--- config.mk ---
export PLATFORM = sky130hd
export DESIGN_NAME = tfbs_ctrl
export DESIGN_NICKNAME = d
export VERILOG_FILES = /design/src/hw/rtl/tfbs_pkg.sv /design/src/hw/rtl/tfbs_ctrl.sv
export SDC_FILE = /design/constraint.sdc
export NUM_CORES = 1
export LEC_CHECK = 0
export ABC_AREA = 1
export BUFFER_PORTS_ARGS = -buffer_cell sky130_fd_sc_hd__buf_2
export CORE_MARGIN = 8
export CORE_UTILIZATION = 39
export CTS_CLUSTER_SIZE = 40
export DETAILED_ROUTE_END_ITERATION = 16
export GPL_TIMING_DRIVEN = 1
export PLACE_DENSITY = 0.6
export SETUP_SLACK_MARGIN = 0.1
export SYNTH_ARGS = -nofsm -noshare
export SYNTH_HDL_FRONTEND = slang
export SYNTH_SLANG_ARGS = --single-unit
--- constraint.sdc ---
create_clock -name clk -period 8.6 [get_ports clk]
set_input_delay 1.72 -clock clk [delete_from_list [all_inputs] [get_ports clk]]
set_output_delay 1.72 -clock clk [all_outputs]
set_load 0.005 [all_outputs]
--- src/hw/rtl/tfbs_pkg.sv ---
// Shared constants, request and status codes, state type and cell control word
// for the transactional free block stack. No dependencies.
package tfbs_pkg;

  localparam int MAX_BLOCKS  = 1024;
  localparam int MAX_ALLOC   = 64;
  localparam int BLK_SPACE   = 1024;
  localparam int FMT_FIRST   = 2;
  localparam int RESET_TOTAL = 200;

  localparam int BLK_W   = 10;
  localparam int CFG_W   = 11;
  localparam int ALLOC_W = 7;
  localparam int REQ_W   = 3;
  localparam int STAT_W  = 2;
  localparam int OCNT_W  = 11;
  localparam int CNT_W   = $clog2(MAX_BLOCKS + 1);

  // format never goes past the block number space nor the stack depth
  localparam int FMT_CAP = (BLK_SPACE < MAX_BLOCKS + FMT_FIRST) ?
                           BLK_SPACE : MAX_BLOCKS + FMT_FIRST;

  localparam logic [REQ_W-1:0] REQ_ALLOC    = 3'd0;
  localparam logic [REQ_W-1:0] REQ_FREE     = 3'd1;
  localparam logic [REQ_W-1:0] REQ_BEGIN    = 3'd2;
  localparam logic [REQ_W-1:0] REQ_COMMIT   = 3'd3;
  localparam logic [REQ_W-1:0] REQ_ROLLBACK = 3'd4;
  localparam logic [REQ_W-1:0] REQ_FORMAT   = 3'd5;

  localparam logic [STAT_W-1:0] STAT_OK      = 2'd0;
  localparam logic [STAT_W-1:0] STAT_IGNORED = 2'd1;
  localparam logic [STAT_W-1:0] STAT_EMPTY   = 2'd2;
  localparam logic [STAT_W-1:0] STAT_FULL    = 2'd3;

  typedef enum logic [1:0] {
    ST_IDLE,
    ST_POP,
    ST_FMT
  } tfbs_state_t;

  // one control word broadcast to every cell of the chain
  typedef struct packed {
    logic com_push;
    logic com_pop;
    logic wrk_push;
    logic wrk_pop;
    logic ld_wrk;   // working <= committed
    logic ld_com;   // committed <= working
  } tfbs_cell_op_t;

endpackage

--- src/hw/rtl/tfbs_ctrl.sv ---
// Request sequencer: stack depth counters, transaction flag, pop and format
// sweeps, and the result register. Depends on tfbs_pkg.
module tfbs_ctrl (
  input  logic                          clk,
  input  logic                          rst,
  input  logic [tfbs_pkg::CFG_W-1:0]    num_blocks,
  input  logic                          in_valid,
  output logic                          in_ready,
  input  logic [tfbs_pkg::REQ_W-1:0]    req_type,
  input  logic [tfbs_pkg::ALLOC_W-1:0]  alloc_count,
  input  logic [tfbs_pkg::BLK_W-1:0]    free_block,
  output logic                          out_valid,
  input  logic                          out_ready,
  output logic [tfbs_pkg::BLK_W-1:0]    block_number,
  output logic                          got_block,
  output logic [tfbs_pkg::STAT_W-1:0]   status,
  output logic                          txn_open,
  output logic [tfbs_pkg::OCNT_W-1:0]   free_count,
  output logic                          last,
  output tfbs_pkg::tfbs_cell_op_t       op,
  output logic [tfbs_pkg::BLK_W-1:0]    push_val,
  input  logic [tfbs_pkg::BLK_W-1:0]    com_head,
  input  logic [tfbs_pkg::BLK_W-1:0]    wrk_head
);

  localparam int CNT_W   = tfbs_pkg::CNT_W;
  localparam int CFG_W   = tfbs_pkg::CFG_W;
  localparam int ALLOC_W = tfbs_pkg::ALLOC_W;

  tfbs_pkg::tfbs_state_t state, state_next;

  logic                              txn;
  logic [CNT_W-1:0]                  com_top, wrk_top, fin_top;
  logic [ALLOC_W-1:0]                rem;
  logic [tfbs_pkg::STAT_W-1:0]       st_hold;
  logic [CFG_W-1:0]                  fmt_val, fmt_lim;

  logic [CNT_W-1:0]   act_top;
  logic [ALLOC_W-1:0] want, take;
  logic               short_list;
  logic [CFG_W-1:0]   lim;
  logic [CNT_W-1:0]   fmt_cnt;
  logic               acc, out_free, fmt_more;
  logic               out_valid_next;

  assign act_top    = txn ? wrk_top : com_top;
  assign want       = (alloc_count > ALLOC_W'(tfbs_pkg::MAX_ALLOC)) ?
                      ALLOC_W'(tfbs_pkg::MAX_ALLOC) : alloc_count;
  assign short_list = act_top < CNT_W'(want);
  assign take       = short_list ? ALLOC_W'(act_top) : want;
  assign lim        = (num_blocks > CFG_W'(tfbs_pkg::FMT_CAP)) ?
                      CFG_W'(tfbs_pkg::FMT_CAP) : num_blocks;
  assign fmt_cnt    = (lim > CFG_W'(tfbs_pkg::FMT_FIRST)) ?
                      CNT_W'(lim - CFG_W'(tfbs_pkg::FMT_FIRST)) : '0;
  assign out_free   = !out_valid || out_ready;
  assign in_ready   = (state == tfbs_pkg::ST_IDLE) && out_free;
  assign acc        = in_valid && in_ready;
  assign fmt_more   = fmt_val < fmt_lim;

  always_comb begin
    state_next = state;
    unique case (state)
      tfbs_pkg::ST_IDLE: begin
        if (acc) begin
          if (req_type == tfbs_pkg::REQ_ALLOC && take != '0) begin
            state_next = tfbs_pkg::ST_POP;
          end else if (req_type == tfbs_pkg::REQ_FORMAT) begin
            state_next = tfbs_pkg::ST_FMT;
          end
        end
      end
      tfbs_pkg::ST_POP: begin
        if (out_free && rem == ALLOC_W'(1)) state_next = tfbs_pkg::ST_IDLE;
      end
      tfbs_pkg::ST_FMT: begin
        if (!fmt_more) state_next = tfbs_pkg::ST_IDLE;
      end
      default: state_next = tfbs_pkg::ST_IDLE;
    endcase
  end

  always_comb begin
    op       = '0;
    push_val = free_block;
    unique case (state)
      tfbs_pkg::ST_IDLE: begin
        if (acc) begin
          if (req_type == tfbs_pkg::REQ_FREE &&
              act_top < CNT_W'(tfbs_pkg::MAX_BLOCKS)) begin
            op.com_push = !txn;
            op.wrk_push = txn;
          end
          if (req_type == tfbs_pkg::REQ_BEGIN && !txn) op.ld_wrk = 1'b1;
          if (req_type == tfbs_pkg::REQ_COMMIT && txn) op.ld_com = 1'b1;
        end
      end
      tfbs_pkg::ST_POP: begin
        if (out_free) begin
          op.com_pop = !txn;
          op.wrk_pop = txn;
        end
      end
      tfbs_pkg::ST_FMT: begin
        push_val    = tfbs_pkg::BLK_W'(fmt_val);
        op.com_push = fmt_more;
      end
      default: ;
    endcase
  end

  always_comb begin
    out_valid_next = out_valid && !out_ready;
    if (acc) begin
      // an alloc that takes blocks sends its beats from the pop sweep
      out_valid_next = !(req_type == tfbs_pkg::REQ_ALLOC && take != '0);
    end else if (state == tfbs_pkg::ST_POP && out_free) begin
      out_valid_next = 1'b1;
    end
  end

  always_ff @(posedge clk) begin
    if (rst) begin
      state     <= tfbs_pkg::ST_FMT;
      txn       <= 1'b0;
      com_top   <= '0;
      wrk_top   <= '0;
      rem       <= '0;
      fmt_val   <= CFG_W'(tfbs_pkg::FMT_FIRST);
      fmt_lim   <= (tfbs_pkg::RESET_TOTAL > tfbs_pkg::FMT_CAP) ?
                   CFG_W'(tfbs_pkg::FMT_CAP) : CFG_W'(tfbs_pkg::RESET_TOTAL);
      out_valid <= 1'b0;
    end else begin
      state     <= state_next;
      out_valid <= out_valid_next;

      unique case (state)
        tfbs_pkg::ST_IDLE: begin
          if (acc) begin
            block_number <= '0;
            got_block    <= 1'b0;
            last         <= 1'b1;
            unique case (req_type)
              tfbs_pkg::REQ_ALLOC: begin
                status     <= short_list ? tfbs_pkg::STAT_EMPTY : tfbs_pkg::STAT_OK;
                txn_open   <= txn;
                free_count <= tfbs_pkg::OCNT_W'(act_top);
                if (take != '0) begin
                  rem     <= take;
                  fin_top <= act_top - CNT_W'(take);
                  st_hold <= short_list ? tfbs_pkg::STAT_EMPTY : tfbs_pkg::STAT_OK;
                end
              end
              tfbs_pkg::REQ_FREE: begin
                txn_open <= txn;
                if (act_top >= CNT_W'(tfbs_pkg::MAX_BLOCKS)) begin
                  status     <= tfbs_pkg::STAT_FULL;
                  free_count <= tfbs_pkg::OCNT_W'(act_top);
                end else begin
                  status     <= tfbs_pkg::STAT_OK;
                  free_count <= tfbs_pkg::OCNT_W'(act_top + CNT_W'(1));
                  if (txn) wrk_top <= act_top + CNT_W'(1);
                  else     com_top <= act_top + CNT_W'(1);
                end
              end
              tfbs_pkg::REQ_BEGIN: begin
                txn_open   <= 1'b1;
                free_count <= tfbs_pkg::OCNT_W'(act_top);
                if (txn) begin
                  status <= tfbs_pkg::STAT_IGNORED;
                end else begin
                  status  <= tfbs_pkg::STAT_OK;
                  wrk_top <= com_top;
                  txn     <= 1'b1;
                end
              end
              tfbs_pkg::REQ_COMMIT: begin
                txn_open   <= 1'b0;
                free_count <= tfbs_pkg::OCNT_W'(act_top);
                if (!txn) begin
                  status <= tfbs_pkg::STAT_IGNORED;
                end else begin
                  status  <= tfbs_pkg::STAT_OK;
                  com_top <= wrk_top;
                  wrk_top <= '0;
                  txn     <= 1'b0;
                end
              end
              tfbs_pkg::REQ_ROLLBACK: begin
                txn_open   <= 1'b0;
                free_count <= tfbs_pkg::OCNT_W'(com_top);
                if (!txn) begin
                  status <= tfbs_pkg::STAT_IGNORED;
                end else begin
                  status  <= tfbs_pkg::STAT_OK;
                  wrk_top <= '0;
                  txn     <= 1'b0;
                end
              end
              tfbs_pkg::REQ_FORMAT: begin
                // result goes out now; the committed copy refills in ST_FMT
                status     <= tfbs_pkg::STAT_OK;
                txn_open   <= txn;
                free_count <= tfbs_pkg::OCNT_W'(txn ? wrk_top : fmt_cnt);
                com_top    <= '0;
                fmt_val    <= CFG_W'(tfbs_pkg::FMT_FIRST);
                fmt_lim    <= lim;
              end
              default: begin
                status     <= tfbs_pkg::STAT_IGNORED;
                txn_open   <= txn;
                free_count <= tfbs_pkg::OCNT_W'(act_top);
              end
            endcase
          end
        end
        tfbs_pkg::ST_POP: begin
          if (out_free) begin
            block_number <= txn ? wrk_head : com_head;
            got_block    <= 1'b1;
            status       <= st_hold;
            txn_open     <= txn;
            free_count   <= tfbs_pkg::OCNT_W'(fin_top);
            last         <= (rem == ALLOC_W'(1));
            rem          <= rem - ALLOC_W'(1);
            if (txn) wrk_top <= wrk_top - CNT_W'(1);
            else     com_top <= com_top - CNT_W'(1);
          end
        end
        tfbs_pkg::ST_FMT: begin
          if (fmt_more) begin
            com_top <= com_top + CNT_W'(1);
            fmt_val <= fmt_val + CFG_W'(1);
          end
        end
        default: ;
      endcase
    end
  end

endmodule

==> results by group <==
Status
  • Status: finished, final reports clean

Floorplan
  • Ports: 99
  • Die Y: 151 um
  • Row cnt: 49
  • Chip Width: 151 um
  • Initial Utilization: 39.7%
  • Core Region: 17900 um^2
  • Die area: 22800 um^2

Detailed routing
  • 1st-pass router iterations: 5
  • Routed Antenna Nets: 0
  • DRC: 0
  • Routed wire per std cell: 16.7 um
  • Final wirelength: 22.7 mm
  • Starting DRT DRC Count: 537
  • Detailed-route via count: 7346
  • Vias per cell: 5.39

Clock tree
  • Hold buffer count at cts: 0
  • Setup bufs post-CTS: 0
  • Clock Tree Buf Depth: 2
  • Clock Tree Root: clkbuf_16
  • CTS buffer count: 9
  • CTS tree: built
  • Reg clk slew, reported paths: 0.07 ns
  • Clk sinks: 93
  • Clk Latency, worst-skew pair: 0.35 ns
  • CTS-repair resized insts: 0
  • Clock H-tree levels: 3

Global route
  • Global Route Usage Sum: 19.6%
  • Grt ovf: 0
  • Vias in the first global route: 6698
  • First-pass GRT wire length: 35.4 mm
  • Initial antenna violation count: 0
  • Largest net degree at the start of global routing: 42

Logic synthesis
  • Main synth FF type: dfxtp_1
  • Post-synth top area cell: edfxtp_1
  • Synth Instances: 1047
  • Ys Warns: 0
  • Top post-synthesis cells by area: edfxtp_1 16%, dfxtp_1 15%, nand2_1 14%, a21oi_1 7.2%, ha_1 7.2%
  • Most common cell in the netlist: nand2_1
  • Asr flop ratio synth: 0%
  • Most frequent cells after synthesis: 263 x nand2_1, 127 x inv_1, 103 x a21oi_1, 95 x o21ai_0, 76 x nor2_1
  • Syn Area/Cell: 6.79 um^2
  • Register area share after synthesis: 31.5%
  • Mapped Area: 7110 um^2
  • Synth unique cells: 53
  • Post-synth top area share: 16.0%
  • Syn Nets: 1145
  • Post-synth EDFFs: 38
  • #FFs+latches synth: 93

Setup path
  • Worst R2R Start: txn$_SDFFE_PP0P_
  • Critical path data required time: 6.88 ns
  • WS Path Type: in -> out
  • Reg2Reg Depth: 20
  • Critical Path Fanout Max: 9
  • Critical Path Sink Type: output port
  • Worst setup SP type: primary input
  • Critical Path AT: 3.70 ns
  • End of the worst register-to-register path: fin_top[8]$_DFFE_PP_
  • Reg2Reg Setup Slack: 4.56 ns

Power and ir drop
  • Power Density: 275 nW/um^2
  • VDD IR max: 0.156 mV
  • Static Leakage: 0.00373 uW

STA
  • Final slew viol count: 0
  • Setup Viol. Count Final: 0
  • Slew @ Worst Pin: 1.06 ns
  • RSZ-0062 raised after global routing: no
  • Setup Skew: 0.00994 ns
  • TNS Setup: 0 ns
  • Final worst path period need: 5.42 ns
  • Max_slew headroom: 29.1%
  • Setup slack after layout: 3.18 ns
  • FMAX: 0.185 GHz
  • Hold_ws: 0.464 ns
  • Period utilization: 63.0%
  • Fin. Hold Viols: 0

Job
  • Reported max-cap violation count: 0

Layout
  • Layout cells sized above 1: 14.5%
  • Fill count: 1892
  • Total Nets Final: 1227
  • Area grow syn2layout: 13.5%
  • N_diodes: 0

Hold path
  • Start point of the worst hold path: fmt_lim[9]$_SDFFE_PP0P_
  • Hold endpoint: fmt_lim[9]$_SDFFE_PP0P_
  • Hold Path Depth: 2
  • HP Class: reg -> reg

Placed design
  • Port Buffers: 98
  • Post-Place Worst Slack: 3.28 ns
  • HPWL Detailed: 17.7 mm
  • RePlAce Congestion: 0.952
## layout by cell type (no fill, tap or decap), types with 4 or more instances in the layout
cell | synthesis | final
a211oi_1 | 4 | 4
a21oi_1 | 103 | 103
a21oi_2 | 5 | 5
buf_2 | 3 | 98
buf_4 | 2 | 5
clkbuf_16 | 0 | 9
dfxtp_1 | 55 | 55
edfxtp_1 | 38 | 38
ha_1 | 41 | 41
inv_1 | 127 | 127
inv_2 | 9 | 9
nand2_1 | 263 | 263
nand2_2 | 9 | 9
nand3_1 | 62 | 62
nand3b_1 | 4 | 4
nand4_1 | 9 | 9
nor2_1 | 76 | 75
nor3_1 | 16 | 16
o2111ai_1 | 7 | 7
o211ai_1 | 9 | 9
o21ai_0 | 95 | 95
o21ai_1 | 6 | 6
o221ai_1 | 10 | 10
or2_2 | 7 | 7
xnor2_1 | 6 | 6
xor2_1 | 14 | 14
## cell type report
| cell class | instances | area (um^2) | share of cell area, % |
|---|---|---|---|
| clock inverter | 5 | 36.3 | 0.450 |
| multi-input combinational | 783 | 4210 | 52.2 |
| timing repair buffer | 103 | 528 | 6.54 |
| sequential | 93 | 2240 | 27.8 |
| inverter | 139 | 523 | 6.48 |
| tap | 229 | 287 | 3.55 |
| clock buffer | 11 | 243 | 3.01 |
## power by group
part,leakage [uW],switching [uW],internal (uW),total [uW]
sequential,0.000797,52.2,555,608
clock,0.000136,176,205,381
combinational,0.00279,817,414,1230
total,0.00373,1050,1170,2220
## per-stage QoR
step	utilization [%]	cell area (um^2)	power, uW	instances
after floorplan	-	7110	1480	1047
after global placement	43.5	7790	1810	1347
after detailed placement	43.5	7790	1820	1347
after CTS	45.1	8070	2210	1363
after global routing	45.1	8070	2390	1363
final	45.1	8070	2220	1363
## registers in the layout (all words and copies together), names as in the netlist
name          flops
rem               7
txn               1
out_valid         1
com_top          11
last              1
got_block         1
fin_top          11
st_hold           1
free_count       11
block_number     10
fmt_lim          11
txn_open          1
wrk_top          11
status            2
fmt_val          11
state             2
## per-layer routing
layer,part of all wire [%],track usage (%)
met2,43,30.2
met4,1.9,5.44
met1,48,27.8
met5,0,0
met3,7.5,3.26
## critical path: stages
cell and delay [ns]:
buf_2 0.12, inv_1 0.12, nand2_1 0.13, nor2_1 0.19, inv_1 0.11, nor2_1 0.56
inv_1 0.26, o32ai_1 0.31, buf_2 0.17
## how the worst max path moves through the flow
stage,start,to,slack (ns),cells after the start
global placement,req_type[2],op[5],3.36,9
floorplan,req_type[2],op[5],3.99,7
finish,req_type[2],op[5],3.18,9
CTS,req_type[2],op[5],3.26,9
global route,req_type[2],op[5],2.98,9
detailed placement,req_type[2],op[5],3.28,9
## kinds of logic (layout without fill, tap and decap cells)
family / Yosys count / after routing / synth area share (%)
XOR/XNOR: 20 / 20 / 2.46
flip-flops: 93 / 93 / 31.5
adder cells (fa/ha/maj): 43 / 43 / 7.77
buffers and inverters: 171 / 258 / 9.30
AO/OA/AOI/OAI: 258 / 258 / 20.7
AND/OR/NAND/NOR: 462 / 462 / 28.2
(Power assumes the default switching activity.)
